## src/rtl/core/iol_pkg.sv

```systemverilog
// Shared types and constants for the indexed ordered list core.
// No dependencies; imported by the interfaces, the cell and the top level.
package iol_pkg;

   localparam int DEF_CAPACITY   = 16;
   localparam int DEF_DATA_WIDTH = 32;
   localparam int MODE_W         = 3;
   localparam int POS_W          = 5;
   localparam int VAL_W          = 32;
   localparam int STATUS_W       = 2;
   localparam int SIZE_W         = 5;

   typedef enum logic [MODE_W-1:0] {
      MODE_PUSH_BACK  = 3'd0,
      MODE_PUSH_FRONT = 3'd1,
      MODE_POP_BACK   = 3'd2,
      MODE_POP_FRONT  = 3'd3,
      MODE_INSERT     = 3'd4,
      MODE_ERASE      = 3'd5,
      MODE_READ       = 3'd6,
      MODE_CLEAR      = 3'd7
   } iol_mode_type;

   typedef enum logic [STATUS_W-1:0] {
      STATUS_OK    = 2'd0,
      STATUS_RANGE = 2'd1,
      STATUS_FULL  = 2'd2,
      STATUS_EMPTY = 2'd3
   } iol_status_type;

   // insert: cells above the slot take their lower neighbor, the slot takes the new value
   // delete: cells at and above the slot take their upper neighbor
   typedef enum logic [1:0] {
      SHIFT_NONE = 2'd0,
      SHIFT_INS  = 2'd1,
      SHIFT_DEL  = 2'd2
   } iol_shift_type;

endpackage

```

## src/rtl/core/iol_if.sv

```systemverilog
// Request and response channel interfaces for the indexed ordered list core.
// Depends on iol_pkg for field widths.
interface iol_req_if import iol_pkg::*; ();
   logic              valid;
   logic              ready;
   logic [MODE_W-1:0] mode;
   logic [POS_W-1:0]  position;
   logic [VAL_W-1:0]  item_value;

   modport source (output valid, mode, position, item_value, input ready);
   modport sink   (input valid, mode, position, item_value, output ready);
endinterface

interface iol_rsp_if import iol_pkg::*; ();
   logic                valid;
   logic                ready;
   logic [VAL_W-1:0]    read_value;
   logic [STATUS_W-1:0] status;
   logic [SIZE_W-1:0]   list_size;
   logic                is_empty;

   modport source (output valid, read_value, status, list_size, is_empty, input ready);
   modport sink   (input valid, read_value, status, list_size, is_empty, output ready);
endinterface

```

## src/rtl/core/indexed_ordered_list_core.sv

```systemverilog
// Top level of the indexed ordered list: decode, count and a chain of iol_cell.
// Depends on iol_pkg, iol_req_if / iol_rsp_if and iol_cell.
//
//   channel | dir | fields
//   req_ch  | in  | mode, position, item_value
//   rsp_ch  | out | read_value, status, list_size, is_empty
//
// One item per cycle unless stalled; each response is valid in the next cycle.
// All cells shift together in the accepting cycle, insert and erase alike.
// Synchronous reset clears the count and the response valid; cells are not cleared.
// A stalled response holds; req_ch.ready drops only while it waits.
module indexed_ordered_list_core import iol_pkg::*; #(
   parameter int CAPACITY   = DEF_CAPACITY,
   parameter int DATA_WIDTH = DEF_DATA_WIDTH
) (
   input  logic     clock,
   input  logic     reset,
   iol_req_if.sink   req_ch,
   iol_rsp_if.source rsp_ch
);

   localparam int CNT_W = $clog2(CAPACITY + 1);
   localparam int IDX_W = $clog2(CAPACITY);
   localparam int CMP_W = (CNT_W > POS_W) ? CNT_W : POS_W;
   localparam logic [CNT_W-1:0] FULL_COUNT = CNT_W'(CAPACITY);

   logic [DATA_WIDTH-1:0] cell_q [CAPACITY];

   logic [CNT_W-1:0]    count_ff;
   logic [CNT_W-1:0]    count_in;
   logic                rsp_valid_ff;
   logic [VAL_W-1:0]    read_value_ff;
   logic [VAL_W-1:0]    read_value_in;
   iol_status_type      status_ff;
   iol_status_type      status_in;

   iol_shift_type       shift_kind;
   logic [CNT_W-1:0]    shift_at;
   logic [DATA_WIDTH-1:0] new_value;

   iol_mode_type        mode;
   logic [CMP_W-1:0]    pos_cmp;
   logic [CMP_W-1:0]    count_cmp;
   logic                accept;
   logic [63:0]         read_wide;

   assign req_ch.ready = !rsp_valid_ff || rsp_ch.ready;
   assign accept       = req_ch.valid && req_ch.ready;
   assign mode         = iol_mode_type'(req_ch.mode);
   assign pos_cmp      = CMP_W'(req_ch.position);
   assign count_cmp    = CMP_W'(count_ff);
   assign new_value    = DATA_WIDTH'(req_ch.item_value);
   assign read_wide    = 64'(cell_q[pos_cmp[IDX_W-1:0]]);

   always_comb begin
      count_in      = count_ff;
      status_in     = STATUS_OK;
      read_value_in = '0;
      shift_kind    = SHIFT_NONE;
      shift_at      = '0;
      case (mode)
         MODE_PUSH_BACK, MODE_PUSH_FRONT: begin
            if (count_ff == FULL_COUNT) begin
               status_in = STATUS_FULL;
            end else begin
               shift_kind = SHIFT_INS;
               shift_at   = (mode == MODE_PUSH_BACK) ? count_ff : '0;
               count_in   = count_ff + 1'b1;
            end
         end
         MODE_POP_BACK: begin
            if (count_ff == '0) begin
               status_in = STATUS_EMPTY;
            end else begin
               count_in = count_ff - 1'b1;
            end
         end
         MODE_POP_FRONT: begin
            if (count_ff == '0) begin
               status_in = STATUS_EMPTY;
            end else begin
               shift_kind = SHIFT_DEL;
               count_in   = count_ff - 1'b1;
            end
         end
         MODE_INSERT: begin
            if (pos_cmp > count_cmp) begin
               status_in = STATUS_RANGE;
            end else if (count_ff == FULL_COUNT) begin
               status_in = STATUS_FULL;
            end else begin
               shift_kind = SHIFT_INS;
               shift_at   = CNT_W'(pos_cmp);
               count_in   = count_ff + 1'b1;
            end
         end
         MODE_ERASE: begin
            if (pos_cmp >= count_cmp) begin
               status_in = STATUS_RANGE;
            end else begin
               shift_kind = SHIFT_DEL;
               shift_at   = CNT_W'(pos_cmp);
               count_in   = count_ff - 1'b1;
            end
         end
         MODE_READ: begin
            if (pos_cmp >= count_cmp) begin
               status_in = STATUS_RANGE;
            end else begin
               read_value_in = read_wide[VAL_W-1:0];
            end
         end
         MODE_CLEAR: count_in = '0;
         default:    count_in = count_ff;
      endcase
      if (!accept) begin
         count_in   = count_ff;
         shift_kind = SHIFT_NONE;
      end
   end

   genvar gi;
   generate
      for (gi = 0; gi < CAPACITY; gi++) begin : g_cell
         logic [DATA_WIDTH-1:0] left_value;
         logic [DATA_WIDTH-1:0] right_value;
         if (gi == 0) begin : g_left_edge
            assign left_value = '0;
         end else begin : g_left
            assign left_value = cell_q[gi-1];
         end
         if (gi == CAPACITY - 1) begin : g_right_edge
            assign right_value = '0;
         end else begin : g_right
            assign right_value = cell_q[gi+1];
         end
         iol_cell #(
            .DATA_WIDTH (DATA_WIDTH),
            .CNT_W      (CNT_W),
            .INDEX      (gi)
         ) u_cell (
            .clock       (clock),
            .shift_kind  (shift_kind),
            .shift_at    (shift_at),
            .left_value  (left_value),
            .right_value (right_value),
            .new_value   (new_value),
            .cell_value  (cell_q[gi])
         );
      end
   endgenerate

   always_ff @(posedge clock) begin
      if (reset) begin
         count_ff     <= '0;
         rsp_valid_ff <= 1'b0;
      end else begin
         count_ff <= count_in;
         if (accept) begin
            rsp_valid_ff <= 1'b1;
         end else if (rsp_ch.ready) begin
            rsp_valid_ff <= 1'b0;
         end
      end
      if (accept) begin
         read_value_ff <= read_value_in;
         status_ff     <= status_in;
      end
   end

   assign rsp_ch.valid      = rsp_valid_ff;
   assign rsp_ch.read_value = read_value_ff;
   assign rsp_ch.status     = status_ff;
   assign rsp_ch.list_size  = SIZE_W'(count_ff);
   assign rsp_ch.is_empty   = (count_ff == '0);

endmodule

```

## src/rtl/core/iol_cell.sv

```systemverilog
// One storage cell of the list chain; shifts with its neighbors on insert/delete.
// Depends on iol_pkg.
module iol_cell import iol_pkg::*; #(
   parameter int DATA_WIDTH = DEF_DATA_WIDTH,
   parameter int CNT_W      = 5,
   parameter int INDEX      = 0
) (
   input  logic                  clock,
   input  iol_shift_type         shift_kind,
   input  logic [CNT_W-1:0]      shift_at,
   input  logic [DATA_WIDTH-1:0] left_value,
   input  logic [DATA_WIDTH-1:0] right_value,
   input  logic [DATA_WIDTH-1:0] new_value,
   output logic [DATA_WIDTH-1:0] cell_value
);

   localparam logic [CNT_W-1:0] MY_INDEX = CNT_W'(INDEX);

   logic [DATA_WIDTH-1:0] value_ff;
   logic [DATA_WIDTH-1:0] value_in;

   always_comb begin
      value_in = value_ff;
      case (shift_kind)
         SHIFT_INS: begin
            if (MY_INDEX > shift_at) begin
               value_in = left_value;
            end else if (MY_INDEX == shift_at) begin
               value_in = new_value;
            end
         end
         SHIFT_DEL: begin
            if (MY_INDEX >= shift_at) begin
               value_in = right_value;
            end
         end
         default: value_in = value_ff;
      endcase
   end

   always_ff @(posedge clock) begin
      value_ff <= value_in;
   end

   assign cell_value = value_ff;

endmodule
```

## src/flat_wrapper.sv

```systemverilog
// flat-port wrapper written by rule: the top's interface ports become plain ports
module indexed_ordered_list_core_flat import iol_pkg::*;
#(
   parameter int CAPACITY   = DEF_CAPACITY,
   parameter int DATA_WIDTH = DEF_DATA_WIDTH
)
  (clock, reset, req_ch_valid, req_ch_mode, req_ch_position, req_ch_item_value, req_ch_ready, rsp_ch_valid, rsp_ch_read_value, rsp_ch_status, rsp_ch_list_size, rsp_ch_is_empty, rsp_ch_ready);
  iol_req_if req_ch_i ();
  iol_rsp_if rsp_ch_i ();
  input  logic clock;
  input  logic reset;
  input wire logic [$bits(req_ch_i.valid)-1:0] req_ch_valid;
  input wire logic [$bits(req_ch_i.mode)-1:0] req_ch_mode;
  input wire logic [$bits(req_ch_i.position)-1:0] req_ch_position;
  input wire logic [$bits(req_ch_i.item_value)-1:0] req_ch_item_value;
  output wire logic [$bits(req_ch_i.ready)-1:0] req_ch_ready;
  output wire logic [$bits(rsp_ch_i.valid)-1:0] rsp_ch_valid;
  output wire logic [$bits(rsp_ch_i.read_value)-1:0] rsp_ch_read_value;
  output wire logic [$bits(rsp_ch_i.status)-1:0] rsp_ch_status;
  output wire logic [$bits(rsp_ch_i.list_size)-1:0] rsp_ch_list_size;
  output wire logic [$bits(rsp_ch_i.is_empty)-1:0] rsp_ch_is_empty;
  input wire logic [$bits(rsp_ch_i.ready)-1:0] rsp_ch_ready;
  assign req_ch_i.valid = req_ch_valid;
  assign req_ch_i.mode = req_ch_mode;
  assign req_ch_i.position = req_ch_position;
  assign req_ch_i.item_value = req_ch_item_value;
  assign req_ch_ready = req_ch_i.ready;
  assign rsp_ch_valid = rsp_ch_i.valid;
  assign rsp_ch_read_value = rsp_ch_i.read_value;
  assign rsp_ch_status = rsp_ch_i.status;
  assign rsp_ch_list_size = rsp_ch_i.list_size;
  assign rsp_ch_is_empty = rsp_ch_i.is_empty;
  assign rsp_ch_i.ready = rsp_ch_ready;
  indexed_ordered_list_core #(.CAPACITY(CAPACITY), .DATA_WIDTH(DATA_WIDTH)) u_core (.clock(clock), .reset(reset), .req_ch(req_ch_i), .rsp_ch(rsp_ch_i));
endmodule
```

## config.mk

```make
export PLATFORM = sky130hd
export DESIGN_NAME = indexed_ordered_list_core_flat
export DESIGN_NICKNAME = d
export VERILOG_FILES = /design/src/rtl/core/iol_pkg.sv /design/src/rtl/core/iol_if.sv /design/src/rtl/core/indexed_ordered_list_core.sv /design/src/rtl/core/iol_cell.sv /design/src/flat_wrapper.sv
export SDC_FILE = /design/constraint.sdc
export NUM_CORES = 1
export LEC_CHECK = 0
export ABC_AREA = 1
export BUFFER_PORTS_ARGS = -buffer_cell sky130_fd_sc_hd__clkbuf_2
export CAP_MARGIN = 40
export CORE_UTILIZATION = 35
export CTS_CLUSTER_SIZE = 8
export DETAILED_ROUTE_END_ITERATION = 10
export GPL_ROUTABILITY_DRIVEN = 0
export SYNTH_ARGS = -nofsm -noshare
export SYNTH_HDL_FRONTEND = slang
export SYNTH_SLANG_ARGS = --single-unit
```

## constraint.sdc

```tcl
create_clock -name clock -period 5.1 [get_ports clock]
set_clock_uncertainty 0.15 [all_clocks]
set_input_delay 0 -clock clock [delete_from_list [all_inputs] [get_ports clock]]
set_output_delay 0 -clock clock [all_outputs]
set_load 0.05 [all_outputs]
```

# Word level (Yosys, flattened, before mapping)
# Cells that the tools add are included.
[word_totals] ff_bits=552 in_bits=44 output_inout_bits=42 word_cells=240
[classes] n_bitwise=2 order_cmp=35 n_reduce_logical=30 eq_ne=60 addsub=2 n_mux=91
[ops] op="$mux 32" count=50
[ops] op="$pmux 32 s2" count=16
[ops] op="$bmux 32 s4" count=1
[ops] op="$ne 3x3->1 const B" count=16
[ops] op="$reduce_and 3->1" count=16
[ops] op="$mux 5" count=9
[ops] op="$eq 4x5->1 const A" count=8
[ops] op="$ge 4x5->1 const A" count=8
[ops] op="$gt 4x5->1 const A" count=8
[ops] op="$ne 2x2->1 const B" count=19
[ops] op="$pmux 5 s5" count=1
[ops] op="$eq 3x5->1 const A" count=4
[ops] op="$ge 3x5->1 const A" count=4
[ops] op="$gt 3x5->1 const A" count=4
[ops] op="$pmux 2 s4" count=2
[ops] op="$pmux 5 s3" count=1
[ops] op="$mux 2" count=7
[ops] op="$eq 3x3->1 const B" count=4
[ops] op="$eq 2x5->1 const A" count=2
[ops] op="$ge 1x5->1 const A" count=2
[ops] op="$ge 2x5->1 const A" count=2
[ops] op="$gt 1x5->1 const A" count=2
[ops] op="$gt 2x5->1 const A" count=2
[ops] op="$logic_not 5->1" count=2
[ops] op="other kinds (22)" count=30

# Logic depth before layout (Yosys ltp)
[depth] depth_word=8 depth_mapped=22 depth_no_buf=19

# Cells and area by module
# Synthesis repeated with hierarchy kept, for this count alone.
[unflattened] hier_cells=5639 hier_area_um2=39072.5
[modules_own_cells] mod="indexed_ordered_list_core" cells_per_inst=1253 n_inst=1 area_per_inst_um2=6754.0 seq_area_each_um2=1141.1
[modules_own_cells] mod="iol_cell at u_core.g_cell[5].u_cell" cells_per_inst=285 n_inst=1 area_per_inst_um2=2114.5 seq_area_each_um2=960.9
[modules_own_cells] mod="iol_cell at u_core.g_cell[1].u_cell" cells_per_inst=284 n_inst=1 area_per_inst_um2=2097.0 seq_area_each_um2=960.9
[modules_own_cells] mod="iol_cell at u_core.g_cell[3].u_cell" cells_per_inst=284 n_inst=1 area_per_inst_um2=2094.5 seq_area_each_um2=960.9
[modules_own_cells] mod="iol_cell at u_core.g_cell[15].u_cell" cells_per_inst=283 n_inst=1 area_per_inst_um2=2092.0 seq_area_each_um2=960.9
[modules_own_cells] mod="iol_cell at u_core.g_cell[9].u_cell" cells_per_inst=284 n_inst=1 area_per_inst_um2=2062.0 seq_area_each_um2=960.9
[modules_own_cells] mod="iol_cell at u_core.g_cell[6].u_cell" cells_per_inst=281 n_inst=1 area_per_inst_um2=2048.2 seq_area_each_um2=960.9
[modules_own_cells] mod="iol_cell at u_core.g_cell[10].u_cell" cells_per_inst=285 n_inst=1 area_per_inst_um2=2045.7 seq_area_each_um2=960.9
[modules_own_cells] mod="iol_cell at u_core.g_cell[4].u_cell" cells_per_inst=281 n_inst=1 area_per_inst_um2=2045.7 seq_area_each_um2=960.9
[modules_own_cells] mod="iol_cell at u_core.g_cell[7].u_cell" cells_per_inst=279 n_inst=1 area_per_inst_um2=2044.5 seq_area_each_um2=960.9
[modules_own_cells] mod="iol_cell at u_core.g_cell[2].u_cell" cells_per_inst=282 n_inst=1 area_per_inst_um2=2042.0 seq_area_each_um2=960.9
[modules_own_cells] mod="iol_cell at u_core.g_cell[12].u_cell" cells_per_inst=282 n_inst=1 area_per_inst_um2=2038.2 seq_area_each_um2=960.9
[modules_own_cells] mod="iol_cell at u_core.g_cell[13].u_cell" cells_per_inst=285 n_inst=1 area_per_inst_um2=2038.2 seq_area_each_um2=960.9
[modules_own_cells] mod="iol_cell at u_core.g_cell[11].u_cell" cells_per_inst=281 n_inst=1 area_per_inst_um2=2035.7 seq_area_each_um2=960.9
[modules_own_cells] mod="3 more rows"

# Worst setup path before layout
# Ideal clock, no wire load.
[synth_timing] path_type="flip-flop to flip-flop" from="register u_core.rsp_valid_ff, in the netlist u_core.rsp_ch.valid" to="register u_core.g_cell[8].u_cell.value_ff[0], enable pin" required_ns=4.484 synth_period_minus_slack_ns=5.555 slack_ns=-0.455 t_arrival_ns=4.939 setup_ns=0.466 path_buffers=1 path_stages_with_launch=11 path_cell_list="dfxtp_1 > nand2_1 > nand2_1 > inv_1 > nand2_1 > inv_1 > ha_1 > clkbuf_1 > nor2_1 > nor2_1 > o21ai_0"
[synth_via] elab_chain_cells=7 elab_cells_between_ends=10 classes_between="4 x eq/ne; 1 x mux; 5 x reduce/logical"
[synth_lines] element="from (decl)" line_no="indexed_ordered_list_core.sv:31" source="logic rsp_valid_ff;"
[synth_lines] element="from (signal assigned)" line_no="indexed_ordered_list_core.sv:156" source="rsp_valid_ff <= 1'b0;"
[synth_lines] element="from (signal assigned)" line_no="indexed_ordered_list_core.sv:160" source="rsp_valid_ff <= 1'b1;"
[synth_lines] element="from (signal assigned)" line_no="indexed_ordered_list_core.sv:162" source="rsp_valid_ff <= 1'b0;"
[synth_lines] element="$logic_not 1->1 *" line_no="indexed_ordered_list_core.sv:47" source="assign req_ch.ready = !rsp_valid_ff || rsp_ch.ready;"
[synth_lines] element="$logic_or 1x1->1 *" line_no="indexed_ordered_list_core.sv:47"
[synth_lines] element="named net req_ch_ready" line_no="flat_wrapper.sv:16" source="output wire logic [$bits(req_ch_i.ready)-1:0] req_ch_ready;"
[synth_lines] element="$logic_and 1x1->1 *" line_no="indexed_ordered_list_core.sv:48" source="assign accept = req_ch.valid && req_ch.ready;"
[synth_lines] element="named net u_core.accept" line_no="indexed_ordered_list_core.sv:44" source="logic accept;"
[synth_lines] element="$mux 2 *" line_no="indexed_ordered_list_core.sv:116" source="if (!accept) begin"
[synth_lines] element="$eq 2x1->1 or $eq 2x2->1 (tied branches)" line_no="iol_cell.sv:24" source="case (shift_kind)"
[synth_lines] element="$ne 3x3->1 (no line) (tied with other cells)"
[synth_lines] element="$reduce_and 3->1 (no line) *"
[synth_lines] element="to (signal assigned)" line_no="iol_cell.sv:42" source="value_ff <= value_in;"
[synth_lines] element="to (decl)" line_no="iol_cell.sv:19" source="logic [DATA_WIDTH-1:0] value_ff;"
# Mark *: on every way through the listed nets, which the timed path passes. The rest lies on a longest branch.
# A chain may end at the register's enable or synchronous reset.

# Worst setup path in the final report
[layout_timing] from="register u_core.count_ff[4], in the netlist u_core.rsp_ch.list_size[4]" to="register u_core.count_ff[0], in the netlist u_core.rsp_ch.list_size[0]"
[layout_via] elab_chain_cells=4 elab_cells_between_ends=11 classes_between="2 x order compare; 4 x eq/ne; 3 x mux; 2 x reduce/logical"
[layout_lines] element="from (decl)" line_no="indexed_ordered_list_core.sv:29" source="logic [CNT_W-1:0] count_ff;"
[layout_lines] element="from (signal assigned)" line_no="indexed_ordered_list_core.sv:158" source="count_ff <= count_in;"
[layout_lines] element="parallel branches: the longest is 4 deep, another holds $ge 5x5->1"
# Parallel ways; which one is timed is not known. The select of a mux whose other input is x is not followed.

==> impl_metrics.ini <==
[route]
routed_wirelength_mm = 110
firstDrtPassIters = 6
routedWlPerCell_um = 19.8
viasPerCell = 5.54
routed-via-count = 30868
antenna_left = 0
first_iter_violations = 3110
drc = 0

[timing]
worst_slack_ps = 858
rsz0062_at_grt = false
hold_viol = 0
slew_headroom_pct = 35.6
tns_ps = 0
fmax_mhz = 236
period_needed_ps = 4240
slew_viol_final = 0
fin_crit_sh_pct = 83.2
worstMarginPinSlew_ps = 961
setup_violations = 0

[synthesis]
synth.distinct_cells = 35
synth.area.top_cells = edfxtp_1 49%, nand2_1 14%, nand3_1 7.4%
synth_seq_area_share_pct = 49.0
syn_inst = 4367
syn_nets = 4422
synth_edf_count = 546
avgSynthCellArea_um2 = 7.72
yosysWarnings = 0
ys_ff_latch = 552
yosysTopAreaCell = edfxtp_1
synth_ff_type = edfxtp_1
syn_area_um2 = 33700
synth_top_area_share_pct = 48.6
async_flop_share_pct = 0

[clocking]
cts_setup_buffers = 0
cts.htree.levels = 3
cts.clk_slew.worst_paths_ps = 60
cts_resized = 0
clock_path_buffers = 3
tritoncts = done
cts_root_buffer = clkbuf_16
hold_buffers = 42
clock-sinks = 552
clk_latency_ps = 630
cts_buffers = 78

[power]
power.density_nw_per_um2 = 339
max-vdd-ir-drop_mv = 0.285
p_leak_nw = 15.4

[setup_path]
critPathLaunch = u_core.rsp_ch.list_size[4]
critPathMostFrequentCell = nand2_1
cpMaxStageDelayCell = dlygate4sd3_1
r2r-start = u_core.rsp_ch.list_size[4]
slowest_delay_ps = 600
cp_max_fo = 6
cp-end-kind = flop
crit_chain = inv_1, ha_1, nand2_1, inv_1, nand2_1, nand2_1, nor2_1, nand2_1, o2111ai_1, dlygate4sd3_1, nand3_1, dlygate4sd3_1, nor2_1, nand3_1, dlygate4sd3_1, a21oi_1
crit_arrival_ps = 4630
startpoint_type = flop
required_ps = 5490
critPathKind = reg2reg

[place]
io_buffer_count = 85
place_area_um2 = 35200
dp_slack_ps = 1030
dp_hpwl_mm = 71.4

[floorplanning]
io_pins = 86
rows = 113
fp.dieArea_um2 = 97600
fp.dieW_um = 312
die_h_um = 312
start_util_pct = 35.4
core_area_um2 = 95200

[run]
cap_violations = 0

[global_routing]
grt_pass1_wl_mm = 173
grt_start_max_net_pins = 166
grt_usage_pct = 22.1
grt_overflow = 0
grt_pass1_vias = 30214
antenna_found_initial = 3

[layout]
layout-drive-gt1-share_pct = 6.82
stdcell_area_um2 = 37800
fin_util_pct = 39.7
final_nets = 4347
areaGrowthSynthToFinish_pct = 12.0

[hold_path]
holdCritStartpoint = reset
hold_path_class = in2reg

[outcome]
outcome = finished, final reports clean
state kept, by name, summed over array words and instances, names as in the netlist:
name / cells
u_core.g_cell.u_cell.cell_value: 512
u_core.rsp_ch.status: 2
u_core.rsp_ch.read_value: 32
u_core.rsp_ch.valid: 1
u_core.rsp_ch.list_size: 5
worst paths after layout:
| check | slack (ps) | cells after the start | end |
|---|---|---|---|
| max reg2reg | 860 | 16 | u_core.rsp_ch.list_size[0] |
| max | 860 | 16 | u_core.rsp_ch.list_size[0] |
| min | 50 | 3 | u_core.rsp_ch.list_size[0] |
| min reg2reg | 360 | 2 | u_core.rsp_ch.list_size[1] |
worst max-delay path: cells and delay by family (launching register included):
family / cells / cell delay [ps]
buffers and inverters: 5 / 1880
and+or+nand+nor: 8 / 1180
DFF: 1 / 430
adders and majority gates: 1 / 320
AOI/OAI and AO/OA: 2 / 220
area by class of cell:
type	instances	area, µm²
Sequential cell	552	16500
Timing Repair Buffer	211	1630
Fill cell	9749	57400
Tap cell	1265	1580
Clock buffer	93	2050
Multi-Input combinational cell	3024	14300
Clock inverter	4	42.5
Antenna cell	2	5.00
Inverter	425	1610
stage by stage:
stage	hold WS, ps	total power, mW	cells
after floorplan	-80.9	7.31	4367
after global placement	119	7.97	5433
after detailed placement	123	8.03	5435
after CTS	15.2	12.8	5574
after global routing	69.8	13.3	5574
final	46.9	12.8	5576
Yosys cell counts, types with 33 or more instances:
cell type     n
nand2_1    1297
edfxtp_1    546
nand3_1     496
o21ai_0     426
inv_1       417
a21oi_1     300
clkbuf_1    260
nor2_1      132
o211ai_1    127
buf_2        76
o21ai_1      76
a211oi_1     64
nand3b_1     33
placed cells by master (no fill, tap or decap), types with 6 or more instances in the layout:
cell type,instances
dlygate4sd3_1,42
nor2_1,130
a21oi_1,294
nand4_1,6
dfxtp_1,6
ha_1,9
o21ai_1,73
inv_1,413
nand2_1,1294
buf_12,9
buf_4,73
clkbuf_1,13
a211oi_1,64
a21oi_4,6
o21ai_0,425
o211ai_1,127
nand3_1,496
clkbuf_2,83
edfxtp_1,546
inv_2,6
clkbuf_16,80
a31oi_1,27
nand3b_1,33
kinds of logic after synthesis:
kind of cell,after synthesis,share of synthesized area [%]
simple gates,1981,24.5
compound gates,1029,16.8
buf+inv,791,9.15
flops,552,49.0
fa+ha+maj,11,0.430
xor+xnor,3,0.0779
power breakdown:
part	internal [mW]	leakage [nW]	total [mW]	switching (mW)
Sequential	5.48	5.07	5.65	0.172
Combinational	0.687	9.27	2.34	1.66
Clock	2.79	1.02	4.79	2.01
metal layers:
metal  part of all wire [%]  GRT usage [%]  routed length (µm)
met1                     43           28.9               47300
met2                     49           37.5               53700
met3                    5.4           2.44                5980
met4                    3.2           7.82                3520
met5                      0              0                   0
(Power assumes the default switching activity.)
